--- src/hw/rtl/fftb_pkg.sv ---
// ----------------------------------------------------------------------------
// fftb_pkg
// Shared types, widths and helpers for the radix-2 butterfly stage.
// ----------------------------------------------------------------------------
package fftb_pkg;

	localparam int MAX_FFT_LOG2  = 10;
	localparam int DATA_WIDTH    = 24;
	localparam int TWIDDLE_WIDTH = 16;

	localparam int FRAC_BITS   = TWIDDLE_WIDTH - 1;
	localparam int TABLE_AW    = MAX_FFT_LOG2 - 1;
	localparam int TABLE_DEPTH = 1 << TABLE_AW;
	localparam int ENTRY_W     = 2 * TWIDDLE_WIDTH;

	// fixed field widths
	localparam int IDX_W   = 10;
	localparam int LOG_W   = 4;
	localparam int RANK_W  = 10;
	localparam int CFG_AW  = 3;
	localparam int CFG_DW  = 10;
	localparam int BASE_W  = RANK_W + (1 << LOG_W) - 1;

	// datapath widths
	localparam int PROD_W = TWIDDLE_WIDTH + 1 + DATA_WIDTH;
	localparam int T_W    = PROD_W + 1;
	localparam int SA_W   = DATA_WIDTH + FRAC_BITS;
	localparam int SUM_W  = T_W + 1;
	localparam int SH_W   = SUM_W - FRAC_BITS;

	localparam logic CMD_LOAD = 1'b0;
	localparam logic CMD_BFLY = 1'b1;

	typedef enum logic [CFG_AW-1:0] {
		CFG_FFT_SIZE_LOG2  = 3'd0,
		CFG_SPAN_LOG2      = 3'd1,
		CFG_PART_SIZE_LOG2 = 3'd2,
		CFG_PART_RANK      = 3'd3,
		CFG_CONJ_TWIDDLE   = 3'd4
	} cfg_reg_t;

	typedef struct packed {
		logic [LOG_W-1:0]  fft_size_log2;
		logic [LOG_W-1:0]  span_log2;
		logic [LOG_W-1:0]  part_size_log2;
		logic [RANK_W-1:0] part_rank;
		logic              conjugate_twiddle;
	} cfg_t;

	typedef struct packed {
		logic [TABLE_AW-1:0] tidx;
		logic [IDX_W-1:0]    idx0;
		logic [IDX_W-1:0]    idx1;
		logic                is_local;
		logic                take_sum;
	} idx_t;

	// floor shift by FRAC_BITS (rounding offset already added), then saturate
	function automatic logic signed [DATA_WIDTH-1:0] round_sat(input logic signed [SUM_W-1:0] x);
		logic signed [SH_W-1:0] sh;
		logic signed [SH_W-1:0] hi;
		logic signed [SH_W-1:0] lo;
		sh = SH_W'(x >>> FRAC_BITS);
		hi = SH_W'({1'b0, {(DATA_WIDTH-1){1'b1}}});
		lo = -hi - SH_W'(1);
		if (sh > hi) begin
			round_sat = {1'b0, {(DATA_WIDTH-1){1'b1}}};
		end else if (sh < lo) begin
			round_sat = {1'b1, {(DATA_WIDTH-1){1'b0}}};
		end else begin
			round_sat = sh[DATA_WIDTH-1:0];
		end
	endfunction

endpackage

--- src/hw/rtl/fftb_index_calc.sv ---
// ----------------------------------------------------------------------------
// fftb_index_calc
// Twiddle address, output positions and local/partner role for one command.
// ----------------------------------------------------------------------------
module fftb_index_calc import fftb_pkg::*; (
	input  cfg_t             cfg,
	input  logic [IDX_W-1:0] elem,
	output idx_t             idx
);

	logic [LOG_W:0]     span_p1;
	logic [IDX_W-1:0]   mask10;
	logic [IDX_W-1:0]   mj10;
	logic [IDX_W-1:0]   k10;
	logic [IDX_W-1:0]   pos0;
	logic [TABLE_AW-1:0] mask9;
	logic [BASE_W-1:0]  base;
	logic [TABLE_AW-1:0] offset9;
	logic [TABLE_AW-1:0] sel;
	logic [LOG_W-1:0]   rsh;
	logic [RANK_W-1:0]  rank_sh;
	logic [LOG_W-1:0]   sh;
	logic               has_stride;

	always_comb begin
		span_p1 = {1'b0, cfg.span_log2} + (LOG_W+1)'(1);
		// bits below the half-span; shift past the width gives all ones
		mask10  = ~({IDX_W{1'b1}} << cfg.span_log2);
		mj10    = IDX_W'(1) << cfg.span_log2;
		k10     = elem & mask10;
		mask9   = ~({TABLE_AW{1'b1}} << cfg.span_log2);

		idx.is_local = span_p1 <= {1'b0, cfg.part_size_log2};
		pos0         = ((elem & ~mask10) << 1) | k10;
		// partner result keeps the element number as its position
		idx.idx0     = idx.is_local ? pos0 : elem;
		idx.idx1     = pos0 | mj10;

		base    = BASE_W'(cfg.part_rank) << cfg.part_size_log2;
		offset9 = base[TABLE_AW-1:0] & mask9;
		// partner case has span >= part size, so base bit span is a rank bit
		rsh     = cfg.span_log2 - cfg.part_size_log2;
		rank_sh = cfg.part_rank >> rsh;
		idx.take_sum = !rank_sh[0];

		sel = idx.is_local ? k10[TABLE_AW-1:0] : offset9 + elem[TABLE_AW-1:0];

		has_stride = {1'b0, cfg.fft_size_log2} >= span_p1;
		sh         = cfg.fft_size_log2 - cfg.span_log2 - LOG_W'(1);
		idx.tidx   = has_stride ? (sel << sh) : '0;
	end

endmodule

--- config.mk ---
export PLATFORM = sky130hd
export DESIGN_NAME = fftb_index_calc
export DESIGN_NICKNAME = d
export VERILOG_FILES = /design/src/hw/rtl/fftb_pkg.sv /design/src/hw/rtl/fftb_index_calc.sv
export SDC_FILE = /design/constraint.sdc
export NUM_CORES = 1
export LEC_CHECK = 0
export BUFFER_PORTS_ARGS = -buffer_cell sky130_fd_sc_hd__buf_2
export CAP_MARGIN = 20
export CORE_UTILIZATION = 59
export DETAILED_ROUTE_END_ITERATION = 8
export PLACE_DENSITY = 0.91
export REMOVE_ABC_BUFFERS = 1
export SYNTH_ARGS = -nofsm -noshare
export SYNTH_HDL_FRONTEND = slang
export SYNTH_SLANG_ARGS = --single-unit
--- constraint.sdc ---
create_clock -name vclk -period 7.4
set_input_delay 0.74 -clock vclk [all_inputs]
set_output_delay 0.74 -clock vclk [all_outputs]
set_load 0.01 [all_outputs]
Yosys cells after proc, flatten, opt, wreduce, memory -nomap -nowiden
Index checks and enable logic that the tools add are counted.
{"block": "totals", "output_inout_bits": 31, "wordCells": 25, "in_bits": 33, "register_bits": 0}
{"block": "op_classes", "n_shift": 6, "order_cmp": 2, "mux": 3, "n_reduce_logical": 1, "addsub": 5, "n_bitwise": 8}
{"cell": "10-bit OR", "count": 2}
{"cell": "9-bit AND", "count": 2}
{"cell": "9-bit two-way mux", "count": 2}
{"cell": "9-bit inverter", "count": 2}
{"cell": "10-bit AND", "count": 1}
{"cell": "10-bit two-way mux", "count": 1}
{"cell": "10-bit inverter", "count": 1}
{"cell": "1-bit by 4-bit left shift with 10-bit output (first input constant)", "count": 1}
{"cell": "10-bit by 4-bit left shift with 10-bit output (first input constant)", "count": 1}
{"cell": "10-bit by 4-bit left shift with 9-bit output", "count": 1}
{"cell": "10-bit by 4-bit right shift with 1-bit output", "count": 1}
{"cell": "9-bit adder", "count": 1}
{"cell": "9-bit by 4-bit left shift with 9-bit output", "count": 1}
{"cell": "9-bit by 4-bit left shift with 9-bit output (first input constant)", "count": 1}
{"cell": "4-bit subtractor", "count": 2}
{"cell": "4-bit by 1-bit adder with 5-bit output (second input constant)", "count": 1}
{"cell": "4-bit by 5-bit >= comparator with 1-bit output", "count": 1}
{"cell": "5-bit by 4-bit <= comparator with 1-bit output", "count": 1}
{"cell": "4-bit by 1-bit subtractor with 4-bit output (second input constant)", "count": 1}
{"cell": "1-bit logical NOT", "count": 1}

Depth between registers and ports, before layout
{"block": "logic_depth", "ltp_word": 7, "ltp_mapped": 13, "mapped_depth_nobuf": 13}

Worst setup path after synthesis
OpenSTA, ideal clock, no wires.
{"block": "synth_timing", "path_type": "input-to-output", "from": "input port cfg[11] in the netlist's numbering", "to": "output port idx[29] in the netlist's numbering", "required_ns": 6.660, "slack_ns": 3.005, "cell_stages": 12, "n_path_buf": 1, "arrival_time_ns": 3.655, "path_cell_list": "buf_2 -> mux2_2 -> nand2_1 -> a2111oi_0 -> ha_1 -> a21oi_1 -> o2111ai_1 -> a31oi_1 -> xor2_1 -> and3_1 -> o31a_1 -> o32ai_1"}
{"element": "start, declared", "line": "fftb_index_calc.sv:6", "text": "input cfg_t cfg,"}
{"element": "end, declared", "line": "fftb_index_calc.sv:8", "text": "output idx_t idx"}

==> impl_metrics.toml <==
[floorplan]
core.rowCount = 20
fp.dieArea_um2 = 3683
die_h_um = 60.69
core-area_um2 = 3153
floorplan.io_pins = 64
initial_util_pct = 64.44
die_w_um = 60.69

[run_status]
outcome = "complete, no violations"

[setup_path]
worstPathMaxFanout = 22
cp_slowest_stage_delay_ns = 0.84
setup.worst_path.end_class = "primary output"
critPathRequiredTime_ns = 6.66
crit_chain = "buf_2 -> nor2_1 -> a2111oi_0 -> ha_1 -> a21oi_1 -> o2111ai_1 -> a31oi_1 -> xor2_1 -> and3_1 -> o31a_1 -> o32ai_1 -> buf_2"
slowest_stage = "sky130_fd_sc_hd__a2111oi_0"
worstSetupPathDepth = 12
setup.worst_path.start_class = "input pin"
timing.critical_path.buf_inv = 2
worst_setup_path_startpoint = "cfg[18]"
setup.worst_path.class = "in2out"
critical_path.most_common_cell = "sky130_fd_sc_hd__buf_2"
path_delay_family = "compound AO/OA/AOI/OAI gates"
worst_setup_path_endpoint = "idx[29]"
crit_arrival_ns = 4.27

[sta]
min_period_over_period_pct = 67.69
slew_headroom_pct = 40.33
setup-tns-final_ns = 0
postLayoutSetupSlackWorst_ns = 2.391
setup_viol_count_final = 0
rsz_0062_raised_after_global_routing = "false"
timing_worst_slew_pin_value_ns = 0.8724
period_needed_ns = 5.009
report.final.slew_viol_count = 0
fmax_mhz = 199.6
timing_hold_violations_final = 0

[routing]
ratio_of_routed_vias_to_standard_cells = 6.410
routed_wire_length_per_instance_um = 15.80
routed-via-count = 2391
wl_met2_um = 2825
met1Wirelength_um = 2468
drt-pass1-iter-count = 5
wl_met3_um = 516
dr.first_iter.drc_count = 204
ant_nets = 0
route.top_layer_used = "met4"
route.detailed.drc = 0
drt_wl_total_um = 5893

[place]
detailedPlacementHpwl_um = 4778
placement.io_buffers = 63
gp_congestion = 0.9605
placed_cell_count = 373
pre_cts_slack_ns = 2.473
post_dp_cell_area_um2 = 2356

[yosys]
synth.area.top_cells = "sky130_fd_sc_hd__ha_1 18%, sky130_fd_sc_hd__nand2_1 6.1%, sky130_fd_sc_hd__mux4_2 5.5%"
synthCells = 277
synth_cell_type_count = 50
synth.yosys.warnings = 0
synth_top_cell_area_share_pct = 18.47
post_synth_instance_area_um2 = 2032
yosysSeqAreaShare_pct = 0
postSynthAreaPerCell_um2 = 7.336
post_synth_most_frequent_cells = "33 x sky130_fd_sc_hd__nand2_1, 30 x sky130_fd_sc_hd__ha_1, 28 x sky130_fd_sc_hd__nor2_1"
synthMostInstantiatedCell = "sky130_fd_sc_hd__nand2_1"
synthDominantAreaCellType = "sky130_fd_sc_hd__ha_1"

[global_route]
globalRoute.totalOverflow = 0
number_of_antenna_violations_at_the_first_check_in_global_routing = 0
grt_first_pass_wirelength_um = 9570
combined_global_route_utilization_of_all_metal_layers_pct = 33.45
first_global_vias = 2139
pin_count_of_the_biggest_net_entering_global_routing = 23

[cells_and_area]
antenna_cells = 0
area_growth_pct = 15.95
final-seq-area_um2 = 0
finalInstanceArea_um2 = 2356
final_net_count = 397
sequential_cell_total = 0
final.clkbuf_count = 0
drive_gt1_share_pct = 24.01
final_cell_count_no_fill = 373

[job]
max-cap-violations = 0

[pwr]
design_power_total_mw = 0.2255
powerDensity_nw_per_um2 = 95.72
irDropWorstVdd_uv = 53.47
leakagePower_nw = 1.192

[clock_tree]
cts_post_setup_buffers_inserted = 0
count_of_instances_resized_after_the_clock_tree_is_built = 0
ctsHoldBuffers = 0

[hold_path]
worst_hold_path_type = "in2out"
layout by cell type (no fill, tap or decap), types with 6 or more instances in the layout:
| master | n |
|---|---|
| sky130_fd_sc_hd__o21ai_0 | 19 |
| sky130_fd_sc_hd__a21oi_1 | 19 |
| sky130_fd_sc_hd__ha_1 | 30 |
| sky130_fd_sc_hd__inv_1 | 22 |
| sky130_fd_sc_hd__nand3_1 | 7 |
| sky130_fd_sc_hd__nor2_1 | 28 |
| sky130_fd_sc_hd__buf_2 | 63 |
| sky130_fd_sc_hd__a31oi_1 | 6 |
| sky130_fd_sc_hd__mux2i_1 | 10 |
| sky130_fd_sc_hd__nand2_1 | 33 |
| sky130_fd_sc_hd__xnor2_1 | 9 |
tightest hold or removal path: cells and delay by family:
| family | cells | cell delay, ns |
|---|---|---|
| buffers and inverters | 2 | 0.24 |
| AOI/OAI and AO/OA | 1 | 0.07 |
| and+or+nand+nor | 1 | 0.04 |
report_power, final:
part | internal [mW] | switching [mW]
Clock | 0 | 0
Sequential | 0 | 0
Combinational | 0.0953 | 0.130
through the flow:
step | util [%] | hold slack, ns
3_5_place_dp | 74.72 | 1.820
3_3_place_gp | 74.72 | 1.812
6_report | 74.72 | 1.826
4_1_cts | 74.72 | 1.822
2_1_floorplan | - | 1.602
5_1_grt | 74.72 | 1.839
per-layer routing:
metal,up-vias,global-route usage (%)
li1,1132,-
met4,0,8.442
met5,-,0
met2,146,58.24
met3,10,5.117
met1,1103,43.29
how the worst min path moves through the flow:
stage          startpoint       to  slack (ns)  depth (start not counted)
2_1_floorplan     elem[0]  idx[13]        1.60                          2
3_3_place_gp      elem[9]  idx[21]        1.81                          4
3_5_place_dp      elem[9]  idx[21]        1.82                          4
4_1_cts           elem[9]  idx[21]        1.82                          4
5_1_grt           elem[9]  idx[21]        1.84                          4
6_report          elem[5]  idx[17]        1.83                          4
cell families (layout without fill, tap and decap cells):
kind of cell             count (synthesis)  in the layout  synth area share [%]
buffers and inverters                   34             86                 6.650
XOR/XNOR                                15             15                 7.143
AO/OA/AOI/OAI                           77             77                 24.69
multiplexers                            24             24                 18.41
adder cells (fa/ha/maj)                 33             33                 21.43
AND/OR/NAND/NOR                         94             94                 21.67
final cells by class:
cell class / count / area, um2
inverter: 23 / 88.84
tap: 44 / 55.05
multi-input combinational: 243 / 1897
fill: 278 / 797.0
timing repair buffer: 63 / 315.3
No activity file was read; power rests on OpenSTA's default activity.
